## src/design/wtec_pkg.sv

```systemverilog
`timescale 1ns / 1ps
// ----------------------------------------------------------------------------
// Web text escape codec package
// Shared transaction types, mode codes and output job encoding for the
// front classifier, the job queue and the back expander.
// ----------------------------------------------------------------------------
package wtec_pkg;

   // Mode register codes.
   localparam logic [1:0] MODE_URL_ENCODE = 2'd0;
   localparam logic [1:0] MODE_URL_DECODE = 2'd1;
   localparam logic [1:0] MODE_XML_ESCAPE = 2'd2;

   // Width of the per-job output index; a job emits at most six bytes.
   localparam int unsigned IDX_W = 3;

   // Input transaction payload.
   typedef struct packed {
      logic [7:0] in_byte;
      logic       in_last;
   } req_item_type;

   // Result transaction payload.
   typedef struct packed {
      logic [7:0] out_byte;
      logic       byte_valid;
      logic       out_last;
   } rsp_item_type;

   // URL decode progress through a percent escape.
   typedef enum logic [1:0] {
      PH_IDLE    = 2'd0,
      PH_PERCENT = 2'd1,
      PH_DIGIT   = 2'd2
   } phase_type;

   // What the back end has to emit for one queued job.
   typedef enum logic [2:0] {
      JOB_BYTE = 3'd0,
      JOB_HEX  = 3'd1,
      JOB_QUOT = 3'd2,
      JOB_AMP  = 3'd3,
      JOB_LT   = 3'd4,
      JOB_GT   = 3'd5,
      JOB_END  = 3'd6
   } job_kind_type;

   typedef struct packed {
      job_kind_type kind;
      logic [7:0]   data;
      logic         last;
   } job_type;

   // Character constants.
   localparam logic [7:0] CH_PERCENT = 8'h25;
   localparam logic [7:0] CH_PLUS    = 8'h2b;
   localparam logic [7:0] CH_SPACE   = 8'h20;
   localparam logic [7:0] CH_QUOTE   = 8'h22;
   localparam logic [7:0] CH_AMP     = 8'h26;
   localparam logic [7:0] CH_LESS    = 8'h3c;
   localparam logic [7:0] CH_GREATER = 8'h3e;

   localparam logic [15:0][7:0] HEX_DIGITS = "0123456789abcdef";
   localparam logic [5:0][7:0]  ENT_QUOT   = "&quot;";
   localparam logic [4:0][7:0]  ENT_AMP    = "&amp;";
   localparam logic [3:0][7:0]  ENT_LT     = "&lt;";
   localparam logic [3:0][7:0]  ENT_GT     = "&gt;";

   // Bytes that URL encoding passes through unchanged.
   function automatic logic keep_plain(input logic [7:0] c);
      return (c >= 8'h30 && c <= 8'h39) || (c >= 8'h61 && c <= 8'h7a) ||
             (c >= 8'h41 && c <= 8'h5a) || c == 8'h2d || c == 8'h5f ||
             c == 8'h2e || c == 8'h7e;
   endfunction

   // Hex digit value; non-hex characters wrap modulo 256.
   function automatic logic [7:0] hex_value(input logic [7:0] c);
      logic [7:0] lower;
      lower = c;
      if (c >= 8'h30 && c <= 8'h39) begin
         return c - 8'h30;
      end
      if (c >= 8'h41 && c <= 8'h5a) begin
         lower = c + 8'h20;
      end
      return lower - 8'h57;
   endfunction

   // Number of result bytes a job produces.
   function automatic logic [IDX_W-1:0] job_length(input job_kind_type kind);
      case (kind)
         JOB_HEX:  return 3'd3;
         JOB_QUOT: return 3'd6;
         JOB_AMP:  return 3'd5;
         JOB_LT:   return 3'd4;
         JOB_GT:   return 3'd4;
         default:  return 3'd1;
      endcase
   endfunction

   // Byte at position idx of a job's expansion.
   function automatic logic [7:0] job_char(input job_type job,
                                           input logic [IDX_W-1:0] idx);
      logic [7:0] res;
      res = job.data;
      case (job.kind)
         JOB_HEX: begin
            if (idx == 3'd0) begin
               res = CH_PERCENT;
            end else if (idx == 3'd1) begin
               res = HEX_DIGITS[4'd15 - job.data[7:4]];
            end else begin
               res = HEX_DIGITS[4'd15 - job.data[3:0]];
            end
         end
         JOB_QUOT: res = ENT_QUOT[3'd5 - idx];
         JOB_AMP:  res = ENT_AMP[3'd4 - idx];
         JOB_LT:   res = ENT_LT[2'(3'd3 - idx)];
         JOB_GT:   res = ENT_GT[2'(3'd3 - idx)];
         JOB_END:  res = 8'h00;
         default:  res = job.data;
      endcase
      return res;
   endfunction

endpackage

```

## src/design/web_text_escape_codec.sv

```systemverilog
`timescale 1ns / 1ps
// ----------------------------------------------------------------------------
// Web text escape codec
// URL encode, URL decode or XML entity escape of a byte string.
// ----------------------------------------------------------------------------
// Usage:
//   Input channel: present req_item with push; a transaction is taken at a
//   clock edge where push is high and full is low. Mark the final byte of a
//   string with in_last.
//   Result channel: while empty is low, rsp_item holds the oldest result;
//   pop high at a clock edge takes it. out_last marks the string's final
//   result; byte_valid low marks a bare end marker with no data.
//   Configuration: csr_wr_en writes csr_wr_data into the mode register; write
//   only while the block is idle.
//   Result path: the first result of an input byte is registered in the job
//   queue, then in the back end's current-job register, if the result side is free.
//   Throughput: one result byte per cycle while pop is high and jobs wait,
//   set by the single result port; an input byte yields 0 to 6 results (6
//   for a quote escape). Input bytes keep flowing into the job queue while
//   earlier results expand. Reset: mode returns to URL encode, the decoder
//   goes idle, queue empties. When the receiver stalls, results hold; once
//   the job queue fills, full rises and input stops.
// ----------------------------------------------------------------------------
module web_text_escape_codec
   import wtec_pkg::*;
#(
   parameter int unsigned QUEUE_DEPTH = 4
)(
   input  logic         clock,
   input  logic         reset,
   input  logic         csr_wr_en,
   input  logic [1:0]   csr_wr_data,
   input  logic         push,
   output logic         full,
   input  req_item_type req_item,
   output logic         empty,
   input  logic         pop,
   output rsp_item_type rsp_item
);

   logic    job_push, job_pop, job_full, job_empty;
   job_type job_wr, job_rd;

   assign full = job_full;

   wtec_front u_front (
      .clock       (clock),
      .reset       (reset),
      .csr_wr_en   (csr_wr_en),
      .csr_wr_data (csr_wr_data),
      .push        (push),
      .req_item    (req_item),
      .job_full    (job_full),
      .job_push    (job_push),
      .job         (job_wr)
   );

   wtec_fifo #(
      .DEPTH (QUEUE_DEPTH)
   ) u_fifo (
      .clock  (clock),
      .reset  (reset),
      .wr_en  (job_push),
      .wr_job (job_wr),
      .full   (job_full),
      .rd_en  (job_pop),
      .rd_job (job_rd),
      .empty  (job_empty)
   );

   wtec_back u_back (
      .clock     (clock),
      .reset     (reset),
      .job_empty (job_empty),
      .job       (job_rd),
      .job_pop   (job_pop),
      .empty     (empty),
      .pop       (pop),
      .rsp_item  (rsp_item)
   );

endmodule

```

## src/design/wtec_front.sv

```systemverilog
`timescale 1ns / 1ps
// ----------------------------------------------------------------------------
// Web text escape codec front end
// Holds the mode register and URL decode state, classifies each accepted
// input transaction and queues at most one output job for it.
// ----------------------------------------------------------------------------
module wtec_front
   import wtec_pkg::*;
(
   input  logic         clock,
   input  logic         reset,
   input  logic         csr_wr_en,
   input  logic [1:0]   csr_wr_data,
   input  logic         push,
   input  req_item_type req_item,
   input  logic         job_full,
   output logic         job_push,
   output job_type      job
);

   logic [1:0] mode_ff;
   phase_type  phase_ff, phase_in;
   logic [7:0] held_ff, held_in;
   logic       accept;
   logic       emit;
   logic [7:0] c;
   logic [7:0] held_val;

   assign accept = push && !job_full;
   assign c      = req_item.in_byte;

   // Value of the held first digit of an escape.
   assign held_val = hex_value(held_ff);

   // Classify the byte into a job and advance the decode state.
   always_comb begin
      emit     = 1'b0;
      job.kind = JOB_BYTE;
      job.data = c;
      job.last = req_item.in_last;
      phase_in = phase_ff;
      held_in  = held_ff;
      case (mode_ff)
         MODE_URL_ENCODE: begin
            emit = 1'b1;
            if (keep_plain(c)) begin
               job.kind = JOB_BYTE;
            end else if (c == CH_SPACE) begin
               job.data = CH_PLUS;
            end else begin
               job.kind = JOB_HEX;
            end
         end
         MODE_URL_DECODE: begin
            case (phase_ff)
               PH_DIGIT: begin
                  emit     = 1'b1;
                  job.data = {held_val[3:0], 4'b0000} | hex_value(c);
                  phase_in = PH_IDLE;
               end
               PH_PERCENT: begin
                  if (req_item.in_last) begin
                     emit     = (c != CH_PERCENT);
                     job.data = (c == CH_PLUS) ? CH_SPACE : c;
                     phase_in = PH_IDLE;
                  end else begin
                     held_in  = c;
                     phase_in = PH_DIGIT;
                  end
               end
               default: begin
                  if (c == CH_PERCENT) begin
                     if (!req_item.in_last) begin
                        phase_in = PH_PERCENT;
                     end
                  end else begin
                     emit     = 1'b1;
                     job.data = (c == CH_PLUS) ? CH_SPACE : c;
                  end
               end
            endcase
         end
         MODE_XML_ESCAPE: begin
            emit = 1'b1;
            case (c)
               CH_QUOTE:   job.kind = JOB_QUOT;
               CH_AMP:     job.kind = JOB_AMP;
               CH_LESS:    job.kind = JOB_LT;
               CH_GREATER: job.kind = JOB_GT;
               default:    job.kind = JOB_BYTE;
            endcase
         end
         default: begin
            emit = 1'b1;
         end
      endcase
      // A final byte always closes the string, with a bare marker if needed.
      if (req_item.in_last) begin
         if (!emit) begin
            emit     = 1'b1;
            job.kind = JOB_END;
         end
         phase_in = PH_IDLE;
         held_in  = 8'h00;
      end
   end

   assign job_push = accept && emit;

   // Mode register and decode state.
   always_ff @(posedge clock) begin
      if (reset) begin
         mode_ff  <= MODE_URL_ENCODE;
         phase_ff <= PH_IDLE;
         held_ff  <= 8'h00;
      end else begin
         if (csr_wr_en) begin
            mode_ff <= csr_wr_data;
         end
         if (accept) begin
            phase_ff <= phase_in;
            held_ff  <= held_in;
         end
      end
   end

   // A string end always leaves the decoder idle and cleared.
   assert property (@(posedge clock) disable iff (reset)
      accept && req_item.in_last |=> phase_ff == PH_IDLE && held_ff == 8'h00)
      else $error("decode state not cleared after final byte");

   // Every final byte queues a job carrying the last flag.
   assert property (@(posedge clock) disable iff (reset)
      accept && req_item.in_last |-> job_push && job.last)
      else $error("final byte produced no closing job");

endmodule

```

## src/design/wtec_fifo.sv

```systemverilog
`timescale 1ns / 1ps
// ----------------------------------------------------------------------------
// Web text escape codec job queue
// Small first-in first-out queue of jobs between the front and back ends.
// ----------------------------------------------------------------------------
module wtec_fifo
   import wtec_pkg::*;
#(
   parameter int unsigned DEPTH = 4
)(
   input  logic    clock,
   input  logic    reset,
   input  logic    wr_en,
   input  job_type wr_job,
   output logic    full,
   input  logic    rd_en,
   output job_type rd_job,
   output logic    empty
);

   localparam int unsigned PTR_W = (DEPTH > 1) ? $clog2(DEPTH) : 1;
   localparam int unsigned CNT_W = $clog2(DEPTH + 1);
   localparam logic [PTR_W-1:0] LAST_PTR = PTR_W'(DEPTH - 1);
   localparam logic [CNT_W-1:0] FULL_CNT = CNT_W'(DEPTH);

   job_type          store [DEPTH];
   logic [PTR_W-1:0] wr_ptr_ff, rd_ptr_ff;
   logic [CNT_W-1:0] count_ff;
   logic             do_wr, do_rd;

   assign full   = (count_ff == FULL_CNT);
   assign empty  = (count_ff == '0);
   assign do_wr  = wr_en && !full;
   assign do_rd  = rd_en && !empty;
   assign rd_job = store[rd_ptr_ff];

   // Storage write.
   always_ff @(posedge clock) begin
      if (do_wr) begin
         store[wr_ptr_ff] <= wr_job;
      end
   end

   // Pointers and occupancy.
   always_ff @(posedge clock) begin
      if (reset) begin
         wr_ptr_ff <= '0;
         rd_ptr_ff <= '0;
         count_ff  <= '0;
      end else begin
         if (do_wr) begin
            wr_ptr_ff <= (wr_ptr_ff == LAST_PTR) ? '0 : wr_ptr_ff + 1'b1;
         end
         if (do_rd) begin
            rd_ptr_ff <= (rd_ptr_ff == LAST_PTR) ? '0 : rd_ptr_ff + 1'b1;
         end
         if (do_wr && !do_rd) begin
            count_ff <= count_ff + 1'b1;
         end else if (do_rd && !do_wr) begin
            count_ff <= count_ff - 1'b1;
         end
      end
   end

   // Occupancy never exceeds the depth.
   assert property (@(posedge clock) disable iff (reset) count_ff <= FULL_CNT)
      else $error("job queue overflow");

endmodule

```

## src/design/wtec_back.sv

```systemverilog
`timescale 1ns / 1ps
// ----------------------------------------------------------------------------
// Web text escape codec back end
// Expands queued jobs into result bytes, one per cycle while popped and fed.
// ----------------------------------------------------------------------------
module wtec_back
   import wtec_pkg::*;
(
   input  logic         clock,
   input  logic         reset,
   input  logic         job_empty,
   input  job_type      job,
   output logic         job_pop,
   output logic         empty,
   input  logic         pop,
   output rsp_item_type rsp_item
);

   job_type          cur_ff, cur_in;
   logic             cur_valid_ff, cur_valid_in;
   logic [IDX_W-1:0] idx_ff, idx_in;
   logic [IDX_W-1:0] len;
   logic             at_end;
   logic             take;

   assign len    = job_length(cur_ff.kind);
   assign at_end = (idx_ff == len - 1'b1);
   assign empty  = !cur_valid_ff;

   // Result transaction from the current job and position.
   assign rsp_item.out_byte   = job_char(cur_ff, idx_ff);
   assign rsp_item.byte_valid = (cur_ff.kind != JOB_END);
   assign rsp_item.out_last   = cur_ff.last && at_end;

   // Step through the job; fetch the next one as the current one finishes.
   always_comb begin
      take         = !cur_valid_ff || (pop && at_end);
      job_pop      = take && !job_empty;
      cur_in       = cur_ff;
      cur_valid_in = cur_valid_ff;
      idx_in       = idx_ff;
      if (take) begin
         cur_in       = job;
         cur_valid_in = !job_empty;
         idx_in       = '0;
      end else if (pop) begin
         idx_in = idx_ff + 1'b1;
      end
   end

   always_ff @(posedge clock) begin
      if (reset) begin
         cur_valid_ff <= 1'b0;
         idx_ff       <= '0;
      end else begin
         cur_valid_ff <= cur_valid_in;
         idx_ff       <= idx_in;
      end
   end

   always_ff @(posedge clock) begin
      cur_ff <= cur_in;
   end

   // The position stays inside the current job's expansion.
   assert property (@(posedge clock) disable iff (reset) cur_valid_ff |-> idx_ff < len)
      else $error("expansion index out of range");

   // A bare end marker is always the last result of its string.
   assert property (@(posedge clock) disable iff (reset)
      !empty && !rsp_item.byte_valid |-> rsp_item.out_last)
      else $error("bare end marker without last flag");

endmodule
```

## config.mk

```make
export PLATFORM = sky130hd
export DESIGN_NAME = web_text_escape_codec
export DESIGN_NICKNAME = d
export VERILOG_FILES = /design/src/design/wtec_pkg.sv /design/src/design/web_text_escape_codec.sv /design/src/design/wtec_front.sv /design/src/design/wtec_fifo.sv /design/src/design/wtec_back.sv
export SDC_FILE = /design/constraint.sdc
export NUM_CORES = 1
export LEC_CHECK = 0
export ABC_AREA = 1
export BUFFER_PORTS_ARGS = -buffer_cell sky130_fd_sc_hd__buf_2
export CAP_MARGIN = 0
export CORE_ASPECT_RATIO = 1.1
export CORE_MARGIN = 3
export CORE_UTILIZATION = 45
export DETAILED_ROUTE_END_ITERATION = 10
export GPL_ROUTABILITY_DRIVEN = 0
export SYNTH_ARGS = -nofsm -noshare
export SYNTH_HDL_FRONTEND = slang
export SYNTH_HIERARCHICAL = 1
export SYNTH_SLANG_ARGS = --single-unit
```

## constraint.sdc

```tcl
create_clock -name clock -period 7.99 [get_ports clock]
set_input_delay 0.799 -clock clock [delete_from_list [all_inputs] [get_ports clock]]
set_output_delay 0.799 -clock clock [all_outputs]
set_load 0.01 [all_outputs]
```

==> results of run 1 <==
[per-stage QoR]
stage	hold WS, ns	area (um2)
global route	0.496	5910
detailed placement	0.461	5590
floorplan	0.445	5330
finish	0.467	5910
global placement	0.453	5590
CTS	0.470	5910
[tightest hold or removal path: cells and delay by family, from the launching register on]
kind               cells  cell delay (ns)
DFF                    1             0.31
and+or+nand+nor        1             0.06
AOI/OAI and AO/OA      1             0.05
[cell type report]
cell class                      count  area share (%)
Timing Repair Buffer               31            2.79
Clock inverter                      2           0.614
Clock buffer                       14            4.83
Sequential cell                    85            39.0
Inverter                           92            5.84
Multi-Input combinational cell    464            43.8
Tap cell                          150            3.18
[flip-flops by register name, indices dropped and copies added (netlist names), named ones only]
signal               count
u_front/held_ff          8
u_back/cur_ff           12
u_fifo/rd_ptr_ff         2
u_back/idx_ff            3
u_fifo/count_ff          3
u_fifo/wr_ptr_ff         2
u_front/phase_ff         2
u_fifo/store            48
u_front/mode_ff          2
u_back/cur_valid_ff      1
[cells by family (layout without fill, tap and decap cells)]
group / count (synthesis) / count (layout) / share of synthesized area (%)
AND/OR/NAND/NOR: 287 / 287 / 24.0
flip-flops: 85 / 85 / 43.2
adder cells (fa/ha/maj): 40 / 40 / 9.53
AO/OA/AOI/OAI: 128 / 128 / 13.5
buffers and inverters: 105 / 139 / 8.26
XOR/XNOR: 9 / 9 / 1.48
[power groups by stage]
stage / Clock (uW) / Combinational, uW / Sequential, uW
global route: 467 / 850 / 707
global placement: 0 / 719 / 699
CTS: 450 / 746 / 694
detailed placement: 0 / 742 / 703
floorplan: 0 / 584 / 660
finish: 438 / 739 / 693
[per-layer routing]
metal / wire length, um / share of wire (%) / up-vias
li1: - / - / 2240
met1: 4830 / 41 / 2061
met2: 6150 / 52 / 112
met3: 436 / 3.7 / 36
met4: 462 / 3.9 / 0
met5: 0 / 0 / -
[worst max path at each step]
stage                               to               from  slack [ns]  depth (start not counted)
floorplan           u_fifo/count_ff[1]  u_back/cur_ff[11]        5.07                         17
finish                     rsp_item[2]   u_back/idx_ff[0]        4.58                         10
global placement    u_fifo/count_ff[1]        req_item[5]        4.64                         17
global route               rsp_item[3]   u_back/idx_ff[0]        4.35                          8
CTS                        rsp_item[2]   u_back/idx_ff[0]        4.59                         10
detailed placement  u_fifo/count_ff[1]        req_item[5]        4.58                         17
[Yosys cell counts, types with 3 or more instances]
master / instances
buf_2: 4
o22ai_1: 13
nand2_1: 142
inv_2: 19
o21ai_1: 28
nand3_1: 36
nand4_1: 8
dfxtp_1: 25
nor3_1: 3
o21ai_0: 39
ha_1: 39
nor2_1: 66
nor2_2: 3
o2111ai_1: 3
edfxtp_1: 60
buf_4: 3
xnor2_1: 3
nand3_2: 9
inv_1: 72
buf_6: 4
o211ai_1: 5
xor2_1: 6
a21oi_1: 30
nand2_2: 10
nand3b_1: 4
==> results.json, run 1 <==
{
  "cts_resized": 0,
  "crit_path_max_incr_delay_ns": 0.61,
  "cap_violations": 0,
  "numCtsBuffers": 9,
  "setup.worst_path.start_class": "flop",
  "dr.pass1.iters": 6,
  "wire_per_inst_um": 14.2,
  "synth_area_um2": 5330,
  "arrival_ns": 2.61,
  "grt_pass1_vias": 4300,
  "ir_drop_mv": 0.175,
  "vias_per_cell": 5.31,
  "synth_area_per_cell_um2": 8.15,
  "crit_buf_inv": 4,
  "cts_buffer_depth": 2,
  "grtUsageTotal_pct": 19.0,
  "ys_ff_latch": 85,
  "crit_type": "flop to primary output",
  "max_freq_mhz": 293,
  "start_util_pct": 46.2,
  "p_leak_uw": 0.00258,
  "cp_slowest_cell": "dfxtp_1",
  "boundaryPins": 28,
  "root_buffer": "clkbuf_16",
  "synth_cell_types": 41,
  "synthArstFlopShare_pct": 0,
  "p_per_area_nw_per_um2": 316,
  "clk_pin_slew_worst_paths_ns": 0.06,
  "chipHeight_um": 120,
  "seq_area_um2": 2300,
  "synth.area.top_cells": "edfxtp_1 (34%), nand2_1 (10%), dfxtp_1 (9.4%)",
  "worstHoldStart": "u_front/held_ff[7]",
  "grt_pass1_wl_mm": 19.5,
  "rsz0062_at_grt": "no",
  "place_worst_setup_slack_ns": 4.58,
  "grtUsageMet3_pct": 4.36,
  "p_switching_uw": 725,
  "grt_use_met1_pct": 20.4,
  "multiInputGateArea_um2": 2590,
  "switching_share_pct": 38.8,
  "status": "finished, final reports clean",
  "cts_sinks": 85,
  "post-route-util_pct": 51.2,
  "hold_buffers": 0,
  "die_w_um": 110,
  "via_count": 4449,
  "drcViolationCount": 0,
  "core_um2": 11500,
  "hold_end": "u_front/held_ff[7]",
  "hold_violations": 0,
  "ant_nets": 0,
  "die_area_um2": 13200,
  "synth_edf_count": 60,
  "drive_above_1_share_pct": 14.2,
  "slew_violations": 0,
  "internal_power_uw": 1140,
  "whs_path_depth": 2,
  "area_growth_pct": 10.9,
  "drt_iter0_markers": 246,
  "critPathCaptureType": "primary output",
  "wl_mm": 11.9,
  "place_inst": 822,
  "r2r_cells": 18,
  "post-cts-setup-buffers": 0,
  "synth_top_area_cell": "edfxtp_1",
  "synth_seq_area_share_pct": 43.2,
  "comb_power_share_pct": 39.5,
  "met2_usage_pct": 33.9,
  "clock_skew_ns": 0.00611,
  "grt_max_degree": 26,
  "antenna_found_initial": 0,
  "setup_viol": 0,
  "hpwl_mm": 8.91,
  "yosys.area.top_type_share_pct": 33.8,
  "hp-class": "flop to flop",
  "synth_nets": 710,
  "r2r_setup_slack_ns": 4.79,
  "synth_warnings": 6,
  "critPathMaxFanout": 11,
  "cp_common_cell": "inv_1",
  "r2r-start": "u_back/cur_ff[11]",
  "timing.final.crit_period_ns": 3.41,
  "insertion_delay_ns": 0.33,
  "regToRegEndpoint": "u_fifo/count_ff[1]",
  "tightestPinTransition_ns": 0.879,
  "tritoncts": "done",
  "path_delay_family": "flip-flops",
  "io_buffers": 27,
  "busiest_layer": "met2",
  "layout.nets": 739,
  "slew_headroom_pct": 41.4,
  "cp.required_ns": 7.19,
  "final_cells": 838,
  "finalPower_uw": 1870,
  "clockPowerShare_pct": 23.4,
  "antenna_cells": 0,
  "setup-tns-final_ns": 0,
  "crit_chain": "inv_1, ha_1, inv_1, ha_1, nor2_1, inv_1, o21ai_0, a21oi_1, nand4_1, buf_2",
  "fin_crit_sh_pct": 42.7,
  "fillers": 1083,
  "gr-total-overflow": 0,
  "syn_inst": 654,
  "setup_slack_ns": 4.58,
  "h-tree-depth": 3,
  "final_common_cell": "nand2_1",
  "mostFrequentLayoutCells": "nand2_1 (142), inv_1 (72), nor2_1 (66), edfxtp_1 (60)",
  "row_count": 41,
  "synth_ff_type": "edfxtp_1",
  "seqPwrFrac_pct": 37.1
}
No activity file was read; power rests on OpenSTA's default activity.
==> run 2: changes to the inputs <==
==> constraint.sdc (replaced) <==
create_clock -name clock -period 2.99 [get_ports clock]
set_input_delay 0.299 -clock clock [delete_from_list [all_inputs] [get_ports clock]]
set_output_delay 0.299 -clock clock [all_outputs]
set_load 0.01 [all_outputs]
==> results.json, run 2 (synthesis results as in run 1) <==
{
  "status": "finished, final reports clean",
  "drcViolationCount": 0,
  "ir_drop_mv": 0.665,
  "cts_sinks": 85,
  "die_w_um": 110,
  "r2r_cells": 17,
  "row_count": 41,
  "root_buffer": "clkbuf_16",
  "internal_power_uw": 3430,
  "seqPwrFrac_pct": 32.3,
  "area_growth_pct": 16.9,
  "rsz0062_at_grt": "yes",
  "post-route-util_pct": 54.0,
  "multiInputGateArea_um2": 2620,
  "crit_chain": "inv_2, nand3_2, nand2_4, o21ai_2, inv_1, ha_2, xnor2_2, nand3_2, a21oi_2, nand3_2, a21oi_2, nand2_1, ha_2, inv_2, fa_1, o21ai_1, nor2_1",
  "via_count": 4581,
  "final_cells": 871,
  "grt_pass1_wl_mm": 20.3,
  "critPathMaxFanout": 5,
  "hold_end": "u_front/mode_ff[0]",
  "start_util_pct": 46.2,
  "fin_crit_sh_pct": 97.1,
  "clock_skew_ns": 0.0101,
  "die_area_um2": 13200,
  "grtUsageTotal_pct": 19.7,
  "place_inst": 844,
  "mostFrequentLayoutCells": "nand2_1 (142), inv_1 (71), nor2_1 (66), edfxtp_1 (60), o21ai_0 (38)",
  "timing.final.crit_period_ns": 2.90,
  "setup.worst_path.start_class": "flop",
  "gr-total-overflow": 0,
  "final_common_cell": "nand2_1",
  "seq_area_um2": 2300,
  "core_um2": 11500,
  "max_freq_mhz": 344,
  "wire_per_inst_um": 14.1,
  "setup_viol": 0,
  "r2r_setup_slack_ns": 0.09,
  "h-tree-depth": 3,
  "hold_violations": 0,
  "fillers": 1062,
  "whs_path_depth": 3,
  "p_leak_uw": 0.00276,
  "clk_pin_slew_worst_paths_ns": 0.06,
  "tritoncts": "done",
  "slew_headroom_pct": 63.3,
  "hpwl_mm": 9.17,
  "grt_pass1_vias": 4401,
  "chipHeight_um": 120,
  "comb_power_share_pct": 44.4,
  "io_buffers": 27,
  "cap_violations": 0,
  "boundaryPins": 28,
  "grt_max_degree": 25,
  "insertion_delay_ns": 0.33,
  "arrival_ns": 3.14,
  "vias_per_cell": 5.26,
  "regToRegEndpoint": "u_fifo/count_ff[1]",
  "drive_above_1_share_pct": 19.1,
  "cp_slowest_cell": "edfxtp_1",
  "crit_path_max_incr_delay_ns": 0.47,
  "worstHoldStart": "csr_wr_data[0]",
  "layout.nets": 772,
  "critPathCaptureType": "flop",
  "crit_type": "flop to flop",
  "largest_reg_flops": 48,
  "ant_nets": 0,
  "drt_iter0_markers": 305,
  "hold_buffers": 0,
  "cp.required_ns": 3.22,
  "slew_violations": 0,
  "wl_mm": 12.3,
  "tightestPinTransition_ns": 0.548,
  "largestRegisters": "u_fifo/store (48), u_back/cur_ff (12), u_front/held_ff (8)",
  "hp-class": "input port to flop",
  "antenna_found_initial": 0,
  "cp_common_cell": "nand3_2",
  "clockPowerShare_pct": 23.3,
  "r2r-start": "u_back/cur_ff[9]",
  "cts_buffer_depth": 2,
  "regMostFlops": "u_fifo/store",
  "dr.pass1.iters": 6,
  "p_per_area_nw_per_um2": 879,
  "antenna_cells": 0,
  "switching_share_pct": 37.5,
  "numCtsBuffers": 9,
  "p_switching_uw": 2050
}
## run 2: critical path: cells and delay by family (launching register included)
family                     cells  cell delay (ns)
AOI/OAI and AO/OA              4             0.61
buffers and inverters          3             0.19
adders and majority gates      3             0.79
xor gates and xnor gates       1             0.20
DFF                            1             0.47
and+or+nand+nor                6             0.56
## run 2: how the worst max path moves through the flow
stage,to,start,cells past startpoint,slack (ns)
2_1_floorplan,u_fifo/count_ff[1],u_back/cur_ff[11],17,0.07
3_5_place_dp,u_fifo/count_ff[1],u_back/cur_ff[11],17,-0.11
4_1_cts,u_fifo/count_ff[1],u_back/cur_ff[11],18,0.002
3_3_place_gp,u_fifo/count_ff[1],u_back/cur_ff[9],16,0.02
5_1_grt,u_fifo/count_ff[1],u_back/cur_ff[9],17,-0.09
6_report,u_fifo/count_ff[1],u_back/cur_ff[9],17,0.09
## run 2: metrics by stage
step	setup TNS (ns)	setup slack [ns]	hold WS (ns)	instance area [um2]	total power, uW
floorplan	0	0.0737	0.371	5330	3330
global placement	0	0.0173	0.455	5750	3950
detailed placement	-0.112	-0.112	0.460	5750	4020
CTS	0	0.00250	0.180	6160	5380
global route	-0.155	-0.0852	0.203	6230	5890
finish	0	0.0860	0.194	6230	5480
## run 2: routing by layer
layer / track usage, % / part of all wire (%) / routed length [um]
met3: 3.77 / 3.2 / 399
met2: 35.6 / 53 / 6500
met4: 9.20 / 3.4 / 417
met5: 0 / 0 / 0
met1: 21.9 / 41 / 5000
## run 2: power groups by stage
stage	logic [uW]	registers (uW)	clock network (uW)
2_1_floorplan	1560	1760	0
3_3_place_gp	2160	1780	0
3_5_place_dp	2220	1800	0
4_1_cts	2300	1780	1300
5_1_grt	2730	1810	1350
6_report	2430	1770	1280
## run 2: layout make-up
class / instances / area share [%]
clock buffers: 14 / 5.26
clock inverters: 2 / 0.622
inverters: 92 / 5.54
multi-input cells: 464 / 42.0
flip-flops and latches: 85 / 36.9
well taps: 150 / 3.01
repair buffers: 64 / 6.63
## run 2: what timing repair did
action | in CTS | in global routing
resized for setup | 2 | 6
endpoints found under the setup margin | 2 | 2
setup buffers | 4 | 7
pin swaps | 2 | 10
==> run 3: changes to the inputs <==
--- a/config.mk
+++ b/config.mk
@@ -13,6 +13,7 @@
 export CORE_UTILIZATION = 45
 export DETAILED_ROUTE_END_ITERATION = 10
 export GPL_ROUTABILITY_DRIVEN = 0
+export SETUP_SLACK_MARGIN = 0.5
 export SYNTH_ARGS = -nofsm -noshare
 export SYNTH_HDL_FRONTEND = slang
 export SYNTH_HIERARCHICAL = 1
==> results.json, run 3 (synthesis results as in run 1) <==
{
  "status": "finished, final reports clean",
  "grt_pass1_wl_mm": 19.9,
  "clk_pin_slew_worst_paths_ns": 0.07,
  "crit_buf_inv": 4,
  "h-tree-depth": 3,
  "area_growth_pct": 15.4,
  "r2r_cells": 18,
  "finalPower_uw": 5280,
  "start_util_pct": 46.2,
  "grt_max_degree": 26,
  "post-route-util_pct": 53.3,
  "final_common_cell": "nand2_1",
  "dr.pass1.iters": 5,
  "antenna_cells": 0,
  "grtUsageTotal_pct": 19.1,
  "setup.worst_path.start_class": "flop",
  "placed_area_um2": 5680,
  "cap_violations": 0,
  "crit_chain": "inv_2, nand3_2, nand2_2, o21ai_2, inv_1, ha_2, xnor2_2, inv_1, nand2_1, a21oi_2, nand3_2, a21oi_4, nand2_2, ha_4, inv_2, fa_2, o21ai_1, nor2_1",
  "hold_ws_ns": 0.194,
  "grtUsageMet3_pct": 3.07,
  "wl_mm": 12.3,
  "grt_use_met1_pct": 21.1,
  "die_area_um2": 13200,
  "hp-class": "input port to flop",
  "drcViolationCount": 0,
  "met2_usage_pct": 35.2,
  "die_w_um": 110,
  "ir_drop_mv": 0.436,
  "core_um2": 11500,
  "wire_per_inst_um": 14.3,
  "r2r-start": "u_back/cur_ff[10]",
  "r2r_setup_slack_ns": 0.10,
  "final_cells": 861,
  "regMostFlops": "u_fifo/store",
  "critPathCaptureType": "flop",
  "vias_per_cell": 5.27,
  "ant_nets": 0,
  "root_buffer": "clkbuf_16",
  "busiest_layer": "met2",
  "arrival_ns": 3.12,
  "place_inst": 831,
  "insertion_delay_ns": 0.34,
  "timing.final.crit_period_ns": 2.89,
  "rsz0062_at_grt": "yes",
  "largest_reg_flops": 48,
  "clock_skew_ns": 0.0101,
  "fillers": 1100,
  "max_freq_mhz": 346,
  "cts_sinks": 85,
  "io_buffers": 27,
  "crit_path_max_incr_delay_ns": 0.49,
  "tightestPinTransition_ns": 0.583,
  "whs_path_depth": 3,
  "hold_end": "u_front/mode_ff[0]",
  "via_count": 4536,
  "stdcell_area_um2": 6150,
  "row_count": 41,
  "largestRegisters": "u_fifo/store (48), u_back/cur_ff (12), u_front/held_ff (8)",
  "crit_type": "flop to flop",
  "p_per_area_nw_per_um2": 857,
  "cp.required_ns": 3.23,
  "cts_buffer_depth": 2,
  "antenna_found_initial": 0,
  "crit_path_start": "u_back/cur_ff[10]",
  "p_leak_uw": 0.00270,
  "chipHeight_um": 120,
  "hold_violations": 0,
  "regToRegEndpoint": "u_fifo/count_ff[1]",
  "boundaryPins": 28,
  "setup_viol": 0,
  "tritoncts": "done",
  "fin_crit_sh_pct": 96.6,
  "drt_iter0_markers": 339,
  "layout.nets": 762,
  "cp_slowest_cell": "edfxtp_1",
  "mostFrequentLayoutCells": "nand2_1 (139), inv_1 (68), nor2_1 (64), edfxtp_1 (60), o21ai_0 (37)",
  "path_delay_family": "adder cells",
  "numCtsBuffers": 9,
  "grt_pass1_vias": 4331,
  "slew_headroom_pct": 60.9,
  "gr-total-overflow": 0,
  "critPathMaxFanout": 5,
  "worstHoldStart": "csr_wr_data[0]",
  "slew_violations": 0,
  "hpwl_mm": 9.05,
  "drive_above_1_share_pct": 20.0
}
run 3: area by class of cell:
class	count	area [um2]	share of cell area, %
clock inverters	6	51.3	0.834
inverters	92	347	5.63
flip-flops and latches	85	2300	37.4
clock buffers	10	250	4.07
repair buffers	54	342	5.55
well taps	150	188	3.05
multi-input cells	464	2670	43.4
run 3: worst max-delay path by stage:
| stage | end | slack (ns) | cells after the start |
|---|---|---|---|
| 3_5_place_dp | u_fifo/count_ff[1] | -0.04 | 17 |
| 4_1_cts | u_fifo/count_ff[1] | 0.13 | 18 |
| 3_3_place_gp | u_fifo/count_ff[1] | 0.09 | 17 |
| 5_1_grt | u_fifo/count_ff[1] | -0.07 | 17 |
| 2_1_floorplan | u_fifo/count_ff[1] | 0.20 | 16 |
| 6_report | u_fifo/count_ff[1] | 0.10 | 18 |
run 3: timing repair:
| item | 4_1_cts | 5_1_grt |
|---|---|---|
| setup buffers | 8 | 6 |
| pin swaps | 9 | 7 |
| hold buffers | 0 | 0 |
| gates resized for setup | 7 | 13 |
| setup endpoints to repair | 21 | 24 |
run 3: per-layer routing:
metal / share of wire [%] / up-vias
met4: 3.5 / 0
li1: - / 2297
met2: 53 / 106
met5: 0 / -
met3: 3.3 / 40
met1: 41 / 2093
run 3: per-stage QoR:
stage,TNS [ns],worst slack [ns]
4_1_cts,0,0.128
2_1_floorplan,0,0.197
6_report,0,0.103
5_1_grt,-0.0725,-0.0725
3_3_place_gp,0,0.0924
3_5_place_dp,-0.0355,-0.0355
run 3: power breakdown:
part / internal [uW] / switching (uW)
clock: 626 / 461
combinational: 956 / 1430
sequential: 1590 / 209
run 3: worst register-to-register path: cells and delay by family, from the launching register on:
family | cells | cell delay (ns)
fa+ha+maj | 3 | 0.77
buf+inv | 4 | 0.27
simple gates | 6 | 0.49
compound gates | 4 | 0.63
xor+xnor | 1 | 0.14
flops | 1 | 0.49
